==> src/sv/iss_pkg.sv <==
// ----------------------------------------------------------------------------
// iss_pkg
// Shared constants and controller/datapath interface types for the
// integer sequence sorter.
// ----------------------------------------------------------------------------
package iss_pkg;

   localparam int MAX_ITEMS = 64;
   localparam int KEY_W     = 32;
   localparam int IDX_W     = $clog2(MAX_ITEMS);
   localparam int CNT_W     = $clog2(MAX_ITEMS + 1);

   // key store write selection
   localparam logic [2:0] WR_NONE     = 3'd0;
   localparam logic [2:0] WR_DIRECT   = 3'd1;
   localparam logic [2:0] WR_SHIFT    = 3'd2;
   localparam logic [2:0] WR_KEY_UP   = 3'd3;
   localparam logic [2:0] WR_KEY_ZERO = 3'd4;

   typedef struct packed {
      logic       load;
      logic       step;
      logic [2:0] wr_op;
      logic       count_inc;
      logic       set_ovf;
      logic       emit;
      logic       clear;
   } cmd_type;

   typedef struct packed {
      logic count_zero;
      logic count_full;
      logic key_less;
      logic idx_zero;
      logic last_pending;
      logic emit_end;
   } status_type;

endpackage

==> src/sv/iss_ram.sv <==
// ----------------------------------------------------------------------------
// iss_ram
// Generic single-write, single-read RAM with registered read data.
// ----------------------------------------------------------------------------
module iss_ram #(
   parameter int WIDTH = 32,
   parameter int DEPTH = 64
) (
   input  logic                     clock,
   input  logic                     wr_en,
   input  logic [$clog2(DEPTH)-1:0] wr_addr,
   input  logic [WIDTH-1:0]         wr_data,
   input  logic [$clog2(DEPTH)-1:0] rd_addr,
   output logic [WIDTH-1:0]         rd_data
);

   logic [WIDTH-1:0] mem [DEPTH];
   logic [WIDTH-1:0] rd_data_ff;

   always_ff @(posedge clock) begin
      if (wr_en) begin
         mem[wr_addr] <= wr_data;
      end
      rd_data_ff <= mem[rd_addr];
   end

   assign rd_data = rd_data_ff;

endmodule

==> src/sv/iss_ctrl.sv <==
// ----------------------------------------------------------------------------
// iss_ctrl
// Sequencer: accepts keys, runs the insertion shift through the key store
// and steps the sorted read-out.
// ----------------------------------------------------------------------------
module iss_ctrl (
   input  logic               clock,
   input  logic               reset,
   input  logic               start,
   input  logic               req_last_item,
   input  iss_pkg::status_type status,
   output iss_pkg::cmd_type    cmd,
   output logic               busy
);

   localparam logic [1:0] ST_IDLE  = 2'd0;
   localparam logic [1:0] ST_SHIFT = 2'd1;
   localparam logic [1:0] ST_PLACE = 2'd2;
   localparam logic [1:0] ST_EMIT  = 2'd3;

   logic [1:0] state_ff;
   logic [1:0] state_in;

   always_comb begin
      cmd           = '0;
      cmd.wr_op     = iss_pkg::WR_NONE;
      state_in      = state_ff;
      unique case (state_ff)
         ST_IDLE: begin
            if (start) begin
               if (status.count_full) begin
                  cmd.set_ovf = 1'b1;
                  if (req_last_item) state_in = ST_EMIT;
               end else if (status.count_zero) begin
                  cmd.wr_op     = iss_pkg::WR_DIRECT;
                  cmd.count_inc = 1'b1;
                  if (req_last_item) state_in = ST_EMIT;
               end else begin
                  cmd.load = 1'b1;
                  state_in = ST_SHIFT;
               end
            end
         end
         ST_SHIFT: begin
            if (status.key_less) begin
               // move the larger key up one slot
               cmd.wr_op = iss_pkg::WR_SHIFT;
               if (status.idx_zero) begin
                  state_in = ST_PLACE;
               end else begin
                  cmd.step = 1'b1;
               end
            end else begin
               cmd.wr_op     = iss_pkg::WR_KEY_UP;
               cmd.count_inc = 1'b1;
               state_in      = status.last_pending ? ST_EMIT : ST_IDLE;
            end
         end
         ST_PLACE: begin
            cmd.wr_op     = iss_pkg::WR_KEY_ZERO;
            cmd.count_inc = 1'b1;
            state_in      = status.last_pending ? ST_EMIT : ST_IDLE;
         end
         ST_EMIT: begin
            cmd.emit = 1'b1;
            if (status.emit_end) begin
               cmd.clear = 1'b1;
               state_in  = ST_IDLE;
            end
         end
         default: state_in = ST_IDLE;
      endcase
   end

   always_ff @(posedge clock) begin
      if (reset) begin
         state_ff <= ST_IDLE;
      end else begin
         state_ff <= state_in;
      end
   end

   assign busy = (state_ff != ST_IDLE);

endmodule

==> src/sv/iss_datapath.sv <==
// ----------------------------------------------------------------------------
// iss_datapath
// Key store, fill count, shift index, read-out index and result registers.
// ----------------------------------------------------------------------------
module iss_datapath (
   input  logic                          clock,
   input  logic                          reset,
   input  logic [iss_pkg::KEY_W-1:0]     req_value,
   input  logic                          req_last_item,
   input  iss_pkg::cmd_type              cmd,
   output iss_pkg::status_type           status,
   output logic                          rsp_strobe,
   output logic [iss_pkg::KEY_W-1:0]     rsp_sorted_value,
   output logic                          rsp_last_result,
   output logic                          rsp_overflowed
);

   logic [iss_pkg::CNT_W-1:0] count_ff;
   logic [iss_pkg::CNT_W-1:0] count_in;
   logic [iss_pkg::CNT_W-1:0] count_m1;
   logic [iss_pkg::IDX_W-1:0] idx_ff;
   logic [iss_pkg::IDX_W-1:0] idx_in;
   logic [iss_pkg::IDX_W-1:0] idx_m1;
   logic [iss_pkg::IDX_W-1:0] emit_ff;
   logic [iss_pkg::IDX_W-1:0] emit_in;
   logic                      ovf_ff;
   logic                      ovf_in;
   logic [iss_pkg::KEY_W-1:0] key_ff;
   logic [iss_pkg::KEY_W-1:0] key_in;
   logic                      last_ff;
   logic                      last_in;
   logic                      strobe_ff;
   logic                      rlast_ff;
   logic                      rovf_ff;

   logic                      wr_en;
   logic [iss_pkg::IDX_W-1:0] wr_addr;
   logic [iss_pkg::KEY_W-1:0] wr_data;
   logic [iss_pkg::IDX_W-1:0] rd_addr;
   logic [iss_pkg::KEY_W-1:0] rd_data;

   assign count_m1 = count_ff - iss_pkg::CNT_W'(1);
   assign idx_m1   = idx_ff - iss_pkg::IDX_W'(1);

   iss_ram #(
      .WIDTH (iss_pkg::KEY_W),
      .DEPTH (iss_pkg::MAX_ITEMS)
   ) u_key_store (
      .clock   (clock),
      .wr_en   (wr_en),
      .wr_addr (wr_addr),
      .wr_data (wr_data),
      .rd_addr (rd_addr),
      .rd_data (rd_data)
   );

   always_comb begin
      wr_en   = (cmd.wr_op != iss_pkg::WR_NONE);
      wr_addr = '0;
      wr_data = key_ff;
      case (cmd.wr_op)
         iss_pkg::WR_DIRECT: begin
            wr_data = req_value;
         end
         iss_pkg::WR_SHIFT: begin
            wr_addr = idx_ff + iss_pkg::IDX_W'(1);
            wr_data = rd_data;
         end
         iss_pkg::WR_KEY_UP: begin
            wr_addr = idx_ff + iss_pkg::IDX_W'(1);
         end
         default: begin
            wr_addr = '0;
         end
      endcase

      if (cmd.load) begin
         rd_addr = count_m1[iss_pkg::IDX_W-1:0];
      end else if (cmd.step) begin
         rd_addr = idx_m1;
      end else begin
         rd_addr = emit_ff;
      end
   end

   always_comb begin
      count_in = count_ff;
      ovf_in   = ovf_ff;
      emit_in  = emit_ff;
      idx_in   = idx_ff;
      key_in   = key_ff;
      last_in  = last_ff;
      if (cmd.load) begin
         key_in  = req_value;
         last_in = req_last_item;
         idx_in  = count_m1[iss_pkg::IDX_W-1:0];
      end
      if (cmd.step) idx_in = idx_m1;
      if (cmd.count_inc) count_in = count_ff + iss_pkg::CNT_W'(1);
      if (cmd.set_ovf) ovf_in = 1'b1;
      if (cmd.emit) emit_in = emit_ff + iss_pkg::IDX_W'(1);
      if (cmd.clear) begin
         count_in = '0;
         ovf_in   = 1'b0;
         emit_in  = '0;
      end
   end

   always_ff @(posedge clock) begin
      if (reset) begin
         count_ff  <= '0;
         ovf_ff    <= 1'b0;
         emit_ff   <= '0;
         strobe_ff <= 1'b0;
      end else begin
         count_ff  <= count_in;
         ovf_ff    <= ovf_in;
         emit_ff   <= emit_in;
         strobe_ff <= cmd.emit;
      end
   end

   always_ff @(posedge clock) begin
      idx_ff   <= idx_in;
      key_ff   <= key_in;
      last_ff  <= last_in;
      rlast_ff <= cmd.emit && status.emit_end;
      rovf_ff  <= ovf_ff;
   end

   always_comb begin
      status.count_zero   = (count_ff == '0);
      status.count_full   = (count_ff == iss_pkg::CNT_W'(iss_pkg::MAX_ITEMS));
      status.key_less     = ($signed(key_ff) < $signed(rd_data));
      status.idx_zero     = (idx_ff == '0);
      status.last_pending = last_ff;
      status.emit_end     = ((iss_pkg::CNT_W'(emit_ff) + iss_pkg::CNT_W'(1)) == count_ff);
   end

   assign rsp_strobe       = strobe_ff;
   assign rsp_sorted_value = rd_data;
   assign rsp_last_result  = rlast_ff;
   assign rsp_overflowed   = rovf_ff;

endmodule

==> src/sv/integer_sequence_sorter.sv <==
// ----------------------------------------------------------------------------
// integer_sequence_sorter
// Collects signed 32-bit keys and returns the set in ascending order.
// ----------------------------------------------------------------------------
// Keys are insertion-sorted into a 64-entry key store as they arrive, so the
// store is always in order. The first key of a set, or a key dropped because
// the store is full, is handled in the idle state without a shift; any other
// key is compared with the stored keys from the top down, and each stored key
// greater than it moves up one slot through the single write port of the key
// store, one key per cycle. After the item marked last, busy stays high while
// the set is read out: one result per cycle, each from the registered read
// data of the key store, shown for exactly one cycle with rsp_strobe high and
// taken at the end of that cycle, with no way to stall it. busy falls as the
// final result is shown. The final result carries rsp_last_result; every
// result of a set carries rsp_overflowed if any key of that set was dropped.
// ----------------------------------------------------------------------------
module integer_sequence_sorter (
   input  logic                      clock,
   input  logic                      reset,
   input  logic                      start,
   output logic                      busy,
   input  logic [iss_pkg::KEY_W-1:0] req_value,
   input  logic                      req_last_item,
   output logic                      rsp_strobe,
   output logic [iss_pkg::KEY_W-1:0] rsp_sorted_value,
   output logic                      rsp_last_result,
   output logic                      rsp_overflowed
);

   iss_pkg::cmd_type    cmd;
   iss_pkg::status_type status;

   iss_ctrl u_ctrl (
      .clock         (clock),
      .reset         (reset),
      .start         (start),
      .req_last_item (req_last_item),
      .status        (status),
      .cmd           (cmd),
      .busy          (busy)
   );

   iss_datapath u_datapath (
      .clock            (clock),
      .reset            (reset),
      .req_value        (req_value),
      .req_last_item    (req_last_item),
      .cmd              (cmd),
      .status           (status),
      .rsp_strobe       (rsp_strobe),
      .rsp_sorted_value (rsp_sorted_value),
      .rsp_last_result  (rsp_last_result),
      .rsp_overflowed   (rsp_overflowed)
   );

   // more results of the set to come: still reading out
   a_readout_busy : assert property (@(posedge clock) disable iff (reset)
      rsp_strobe && !rsp_last_result |-> busy)
      else $error("result stream paused mid-set");

   // no result directly follows the final result of a set
   a_final_gap : assert property (@(posedge clock) disable iff (reset)
      rsp_strobe && rsp_last_result |=> !rsp_strobe)
      else $error("result after final transfer");

   // a non-final key causes no result
   a_no_early_result : assert property (@(posedge clock) disable iff (reset)
      start && !busy && !req_last_item |=> !rsp_strobe)
      else $error("result without final key");

   // the final mark comes only with a strobed result
   a_flag_in_set : assert property (@(posedge clock) disable iff (reset)
      rsp_last_result |-> rsp_strobe)
      else $error("final mark without transfer");

endmodule

==> config.mk <==
export PLATFORM = sky130hd
export DESIGN_NAME = integer_sequence_sorter
export DESIGN_NICKNAME = d
export VERILOG_FILES = /design/src/sv/iss_pkg.sv /design/src/sv/iss_ram.sv /design/src/sv/iss_ctrl.sv /design/src/sv/iss_datapath.sv /design/src/sv/integer_sequence_sorter.sv
export SDC_FILE = /design/constraint.sdc
export NUM_CORES = 2
export LEC_CHECK = 0
export ABC_AREA = 1
export BUFFER_PORTS_ARGS = -buffer_cell sky130_fd_sc_hd__buf_4
export CORE_MARGIN = 4
export CORE_UTILIZATION = 40
export CTS_CLUSTER_SIZE = 16
export DETAILED_ROUTE_END_ITERATION = 10
export PLACE_DENSITY = 0.53
export SETUP_SLACK_MARGIN = 0.3
export SLEW_MARGIN = 20
export SYNTH_ARGS = -nofsm -noshare
export SYNTH_HDL_FRONTEND = slang
export SYNTH_SLANG_ARGS = --single-unit
export TNS_END_PERCENT = 5
==> constraint.sdc <==
create_clock -name clock -period 4.35 [get_ports clock]
set_input_delay 0.87 -clock clock [delete_from_list [all_inputs] [get_ports clock]]
set_output_delay 0.87 -clock clock [all_outputs]
set_load 0.01 [all_outputs]
# After elaboration in Yosys (flattened, before gate mapping)
# Memory sizes are Yosys's and may differ from the RTL's. A register that Yosys moved wholly into a read port is not among the register bits.
# Index checks and enable logic that the tools add are counted.
# classes
addsub	6
order_cmp	1
n_eq_ne	11
muxes	34
reduce_logical	10
# ops
operator	count
$pmux W32 S2	1
$lt A32 B32 Y1	1
$mux W6	5
$mux W2	10
$mux W1	14
$add A6 B1 Y6 const B	2
$pmux W4 S3	1
$sub A6 B1 Y6 const B	2
$pmux W2 S4	1
$add A6 B1 Y7 const B	1
$add A7 B1 Y7 const B	1
$eq A7 B7 Y1	1
$eq A7 B7 Y1 const B	1
$logic_not A7 Y1	1
$eq A3 B2 Y1 const B	2
$logic_not A6 Y1	1
$mux W5	1
$eq A2 B2 Y1 const B	2
$mux W4	1
$reduce_bool A2 Y1	2
$reduce_or A2 Y1	2
$eq A3 B1 Y1 const B	1
$ne A3 B3 Y1 const B	1
$reduce_and A3 Y1	1
other kinds (6)	6
# totals
register_bits	58
ramBits	2048
in_bits	36
out_inout_bits	36
wordCells	73
mem_count	1
# mem_list
name	depth	width	read_ports	rd_ports_with_merged_regs	wr	line	source
u_datapath.u_key_store.mem	64	32	1	1	1	iss_ram.sv:17	logic [WIDTH-1:0] mem [DEPTH];

# Longest topological paths before layout
# depth
word_depth	8
depth_mapped	26

# Modules after synthesis
# From an unflattened synthesis, not the netlist that was laid out.
# unflattened
cells_unflattened	7312
area_unflattened_um2	86882.1
# by_module_without_submodules
mod	instances	cells_each	area_each_um2	seq_area_each_um2
iss_ram	1	6769	82738.1	62139.6
iss_datapath	1	487	3854.9	1511.4
iss_ctrl	1	56	289.0	40.0

# Worst setup path before layout
# No wires, ideal clock.
# synth_timing
path_type	flip-flop to flip-flop
startpoint	register u_datapath.u_key_store.rd_data_ff[31] (netlist: u_datapath.u_key_store.rd_data[31]), read port of u_datapath.u_key_store.mem
endpoint	memory u_datapath.u_key_store.mem[0][0], data pin
arrival_ps	3614
path_slack_ps	194
path_stages_with_launch	14
path_buffers	1
synth_period_minus_slack_ps	4156
path_cell_list	dfxtp_1 > inv_1 > ha_1 > nand2_2 > nor2_2 > nand4_2 > nor4_2 > nand2_1 > nand2_1 > nand2_2 > nand2_1 > o21ai_1 > clkbuf_1 > o211ai_1
# synth_between
elab_chain_len	5
elab_cells_between_ends	6
classes_between	1 x order compare; 2 x eq/ne; 3 x mux
# synth_lines
item	line	source
from (decl)	iss_ram.sv:18	logic [WIDTH-1:0] rd_data_ff;
$lt A32 B32 Y1 (*)	iss_datapath.sv:134	status.key_less = ($signed(key_ff) < $signed(rd_data));
$mux W1 (*)	iss_ctrl.sv:45	if (status.key_less) begin
$pmux W4 S3 (*)	iss_ctrl.sv:28	unique case (state_ff)
$eq A3 B2 Y1 or $eq A3 B1 Y1 (tied branches)	iss_datapath.sv:61	case (cmd.wr_op)
$pmux W32 S2 (*)	iss_datapath.sv:61	
via u_datapath.u_key_store.wr_data[0]	iss_ram.sv:12	input logic [WIDTH-1:0] wr_data,
to (decl)	iss_ram.sv:17	
# Mark *: on every way through the listed nets, which the timed path passes. The rest lies on a longest branch.

# Worst setup path in the final report
# layout_timing
startpoint	register u_datapath.key_ff[9] (netlist bit)
endpoint	register u_datapath.u_key_store.rd_data_ff[26] (netlist: u_datapath.u_key_store.rd_data[26]), read port of u_datapath.u_key_store.mem
# layout_between
elab_chain_len	5
# layout_lines
item	line	source
from (decl)	iss_datapath.sv:28	logic [iss_pkg::KEY_W-1:0] key_ff;
from (signal assigned)	iss_datapath.sv:125	key_ff <= key_in;
$lt A32 B32 Y1	iss_datapath.sv:134	
$mux W1	iss_ctrl.sv:45	
$mux W1	iss_ctrl.sv:28	
$mux W6	iss_datapath.sv:79	end else if (cmd.step) begin
$mux W6	iss_datapath.sv:77	if (cmd.load) begin
# Every way passes these cells.
# A chain may end at the register's enable or synchronous reset.

==> flow_metrics.tcl <==
set metrics [dict create \
    clock_insertion_delay_worst_skew_ps 880 \
    grt_setup_unrepaired "true" \
    clockBufferDepth 3 \
    max_freq_ghz 0.2547 \
    path_max_fanout 33 \
    max-cap-violations 0 \
    grt_pass1_wl_um 449800 \
    numCtsBuffers 227 \
    leakagePower_uw 0.04841 \
    antenna_found_initial 6 \
    worst_ep_required_time_ps 5150 \
    flow.area_growth_from_synthesis_pct 18.90 \
    peakVddDrop_mv 0.5513 \
    netlist_area_mm2 0.09708 \
    cts.root.buffer_cell "sky130_fd_sc_hd__clkbuf_16" \
    cts_htree_levels 4 \
    synth_fp_nets 9482 \
    pwr_density_cell_mw_per_mm2 906.2 \
    slew-limit-headroom 0.2975 \
    path_clk_slew_ps 70 \
    cp_data_arrival_time_ps 4720 \
    worst_setup_path_end_kind "flip-flop" \
    cell_internal_pwr_uw 59170 \
    drt-vias-per-instance 5.468 \
    worstHoldPathType "input pin to flip-flop" \
    timing.final.crit_share 0.9026 \
    groute.usage.overall 0.2381 \
    most_common_cell_after_layout_fill_and_taps_aside "sky130_fd_sc_hd__inv_1" \
    design.final.nets 9806 \
    cts-hold-fix-buffers 0 \
    rr_worst_depth 23 \
    vias 71727 \
    port_buffers 71 \
    sequential_area_share_after_synthesis 0.6561 \
    pin_count_of_the_biggest_net_entering_global_routing 145 \
    setup_viol 0 \
    netlist_instances 9409 \
    placeableCoreArea_mm2 0.2410 \
    globalRouteOverflowTotal 0 \
    fin_setup_tns_ps 0 \
    y_dimension_of_the_die_um 500.6 \
    post-route-cell-area_mm2 0.1154 \
    overall_power_of_the_completed_layout_uw 104600 \
    n_fill_cell 21878 \
    p_seq_frac 0.280 \
    die_w_um 500.6 \
    power_switching_share 0.4344 \
    fraction_of_final_layout_cells_sized_beyond_drive_strength_1 0.1251 \
    globalplace.congestion 0.8567 \
    worstMarginPinSlew_ps 1051 \
    postPlaceCellArea_mm2 0.1068 \
    finalHoldWorstSlack_ps 174.7 \
    flop_and_latch_count_out_of_synthesis 2138 \
    final_core_utilization 0.4790 \
    slew_viol_final 0 \
    layout_min_cycle_time_ps 3926 \
    final_hold_violation_count 0 \
    num_rows 180 \
    remaining_drc_errors 0 \
    most-common-layout-cells "sky130_fd_sc_hd__inv_1, sky130_fd_sc_hd__edfxtp_1, sky130_fd_sc_hd__nand3_1" \
    synth-warning-count 0 \
    comb_power_share 0.536 \
    route.detailed.wl_per_inst_um 23.56 \
    netSwitchingPower_uw 45440 \
    place_hpwl_um 179500 \
    regToRegSetupSlack_ps 420 \
    p_clk_frac 0.184 \
    first_global_vias 67791 \
    floorplan.die_area_mm2 0.2506 \
    pin_count 72 \
    detail_route.first_pass.iterations 8 \
    run_status "completed" \
    timing.critical_path.from_type "flip-flop" \
    postRouteWirelength_um 309100 \
    initial_utilization 0.4028 \
    drtAntennaViolNets 0 \
    cts_tree "yes" \
    skew_ps 38.10 \
    detail_route.iter0.violations 7835 \
    post_synth_num_cell_types 38 \
    clock_tree_sinks 2138 \
    critPathKind "flip-flop to flip-flop" \
    min_delay_path_depth 1 \
    synth.avg_cell_area_um2 10.32 \
]
synth_stat cells, drive strengths merged:
library cell,count,area [um2]
clkinv,1,3.750
edfxtp,2087,62670
a21oi,34,170.2
nand2,1261,4743
o21ai,81,405.4
or2,4,25.02
nor2,103,399.1
o22ai,1,6.260
ha,37,462.9
dfxtp,51,1021
xnor2,2,17.52
clkbuf,362,1370
xor2,11,96.34
inv,2095,7864
nand3b,3,22.52
nor4,1,12.51
o21a,3,22.52
buf,307,1575
a311oi,1,8.760
a2111oi,1,8.760
nor3,11,55.05
a211oi,4,30.03
nand3,1950,9794
nor3b,1,7.510
nand4,964,6037
o211ai,33,247.7
through the flow:
step,instances,setup WS (ps)
floorplan,9409,306.8
detailed placement,12648,-352.5
global placement,12648,-321.9
CTS,13085,293.9
finish,13118,423.8
global route,13116,226.6
repair_timing:
item,in CTS,in global routing
cloned,4,14
resized for setup,35,86
pin swaps,0,7
buffers inserted,7,16
setup endpoints to repair,32,32
worst paths after layout:
| path | startpoint | endpoint |
|---|---|---|
| min reg2reg | u_datapath.ovf_ff | u_datapath.rsp_overflowed |
| max | u_datapath.key_ff[9] | u_datapath.u_key_store.rd_data[26] |
| max reg2reg | u_datapath.key_ff[9] | u_datapath.u_key_store.rd_data[26] |
| min | req_value[0] | u_datapath.key_ff[0] |
critical path, stage by stage (launching register included):
cell	delay (ps)
sky130_fd_sc_hd__edfxtp_1	500
sky130_fd_sc_hd__ha_1	350
sky130_fd_sc_hd__a21oi_2	180
sky130_fd_sc_hd__o21ai_2	100
sky130_fd_sc_hd__a21oi_1	140
sky130_fd_sc_hd__buf_4	130
sky130_fd_sc_hd__nand2_4	90
sky130_fd_sc_hd__nand2_4	110
sky130_fd_sc_hd__nand2_1	70
sky130_fd_sc_hd__nand2_2	110
sky130_fd_sc_hd__nand3_4	100
sky130_fd_sc_hd__buf_4	170
sky130_fd_sc_hd__nor2_4	120
sky130_fd_sc_hd__nand3b_1	170
sky130_fd_sc_hd__buf_12	160
sky130_fd_sc_hd__buf_12	170
sky130_fd_sc_hd__buf_12	220
sky130_fd_sc_hd__buf_4	210
sky130_fd_sc_hd__nand3_1	90
sky130_fd_sc_hd__nand3_1	80
sky130_fd_sc_hd__nand3_1	100
sky130_fd_sc_hd__nand3_1	210
sky130_fd_sc_hd__nand3_2	160
sky130_fd_sc_hd__nand2_1	80
power by group through the flow:
| stage | logic (uW) | clock network [uW] | registers, uW |
|---|---|---|---|
| detailed placement | 52800 | 0 | 29700 |
| finish | 56100 | 19200 | 29200 |
| CTS | 53800 | 19600 | 29200 |
| global placement | 52500 | 0 | 29600 |
| floorplan | 27400 | 0 | 30100 |
| global route | 60300 | 20500 | 29300 |
layout make-up:
type | count | area (um2) | area share
Antenna cell | 3 | 7.507 | 0.00006504
Clock buffer | 294 | 6075 | 0.05263
Multi-Input combinational cell | 4506 | 23430 | 0.2030
Timing Repair Buffer | 764 | 9065 | 0.07853
Tap cell | 3185 | 3985 | 0.03452
Inverter | 2096 | 7881 | 0.06828
Sequential cell | 2138 | 63710 | 0.5519
Clock inverter | 132 | 1270 | 0.01100
routing by layer:
layer  track usage  wire length (um)  vias up  share of wire
li1              -                 -    32801              -
met3       0.03507             22040      507          0.071
met2        0.3825            144200     2874           0.47
met4       0.07810              9869        2          0.032
met5             0                12        -       0.000039
met1        0.3327            133000    35543           0.43
flip-flops by register name, summed over array words and instances, names as in the netlist:
signal and cells:
u_datapath.last_ff 1, u_datapath.key_ff 32, u_datapath.u_key_store.rd_data 32, u_ctrl.state_ff 2, u_datapath.idx_ff 6, u_datapath.rsp_overflowed 1, u_datapath.ovf_ff 1, u_datapath.count_ff 7
u_datapath.u_key_store.mem 2048, u_datapath.rsp_strobe 1, u_datapath.rsp_last_result 1, u_datapath.emit_ff 6
kinds of logic after synthesis:
| group | after synthesis | share of synthesized area |
|---|---|---|
| compound gates | 158 | 0.009267 |
| xor+xnor | 13 | 0.001173 |
| fa+ha+maj | 37 | 0.004769 |
| buf+inv | 2765 | 0.1114 |
| flops | 2138 | 0.6561 |
| simple gates | 4298 | 0.2173 |
No activity file was read; power rests on OpenSTA's default activity.
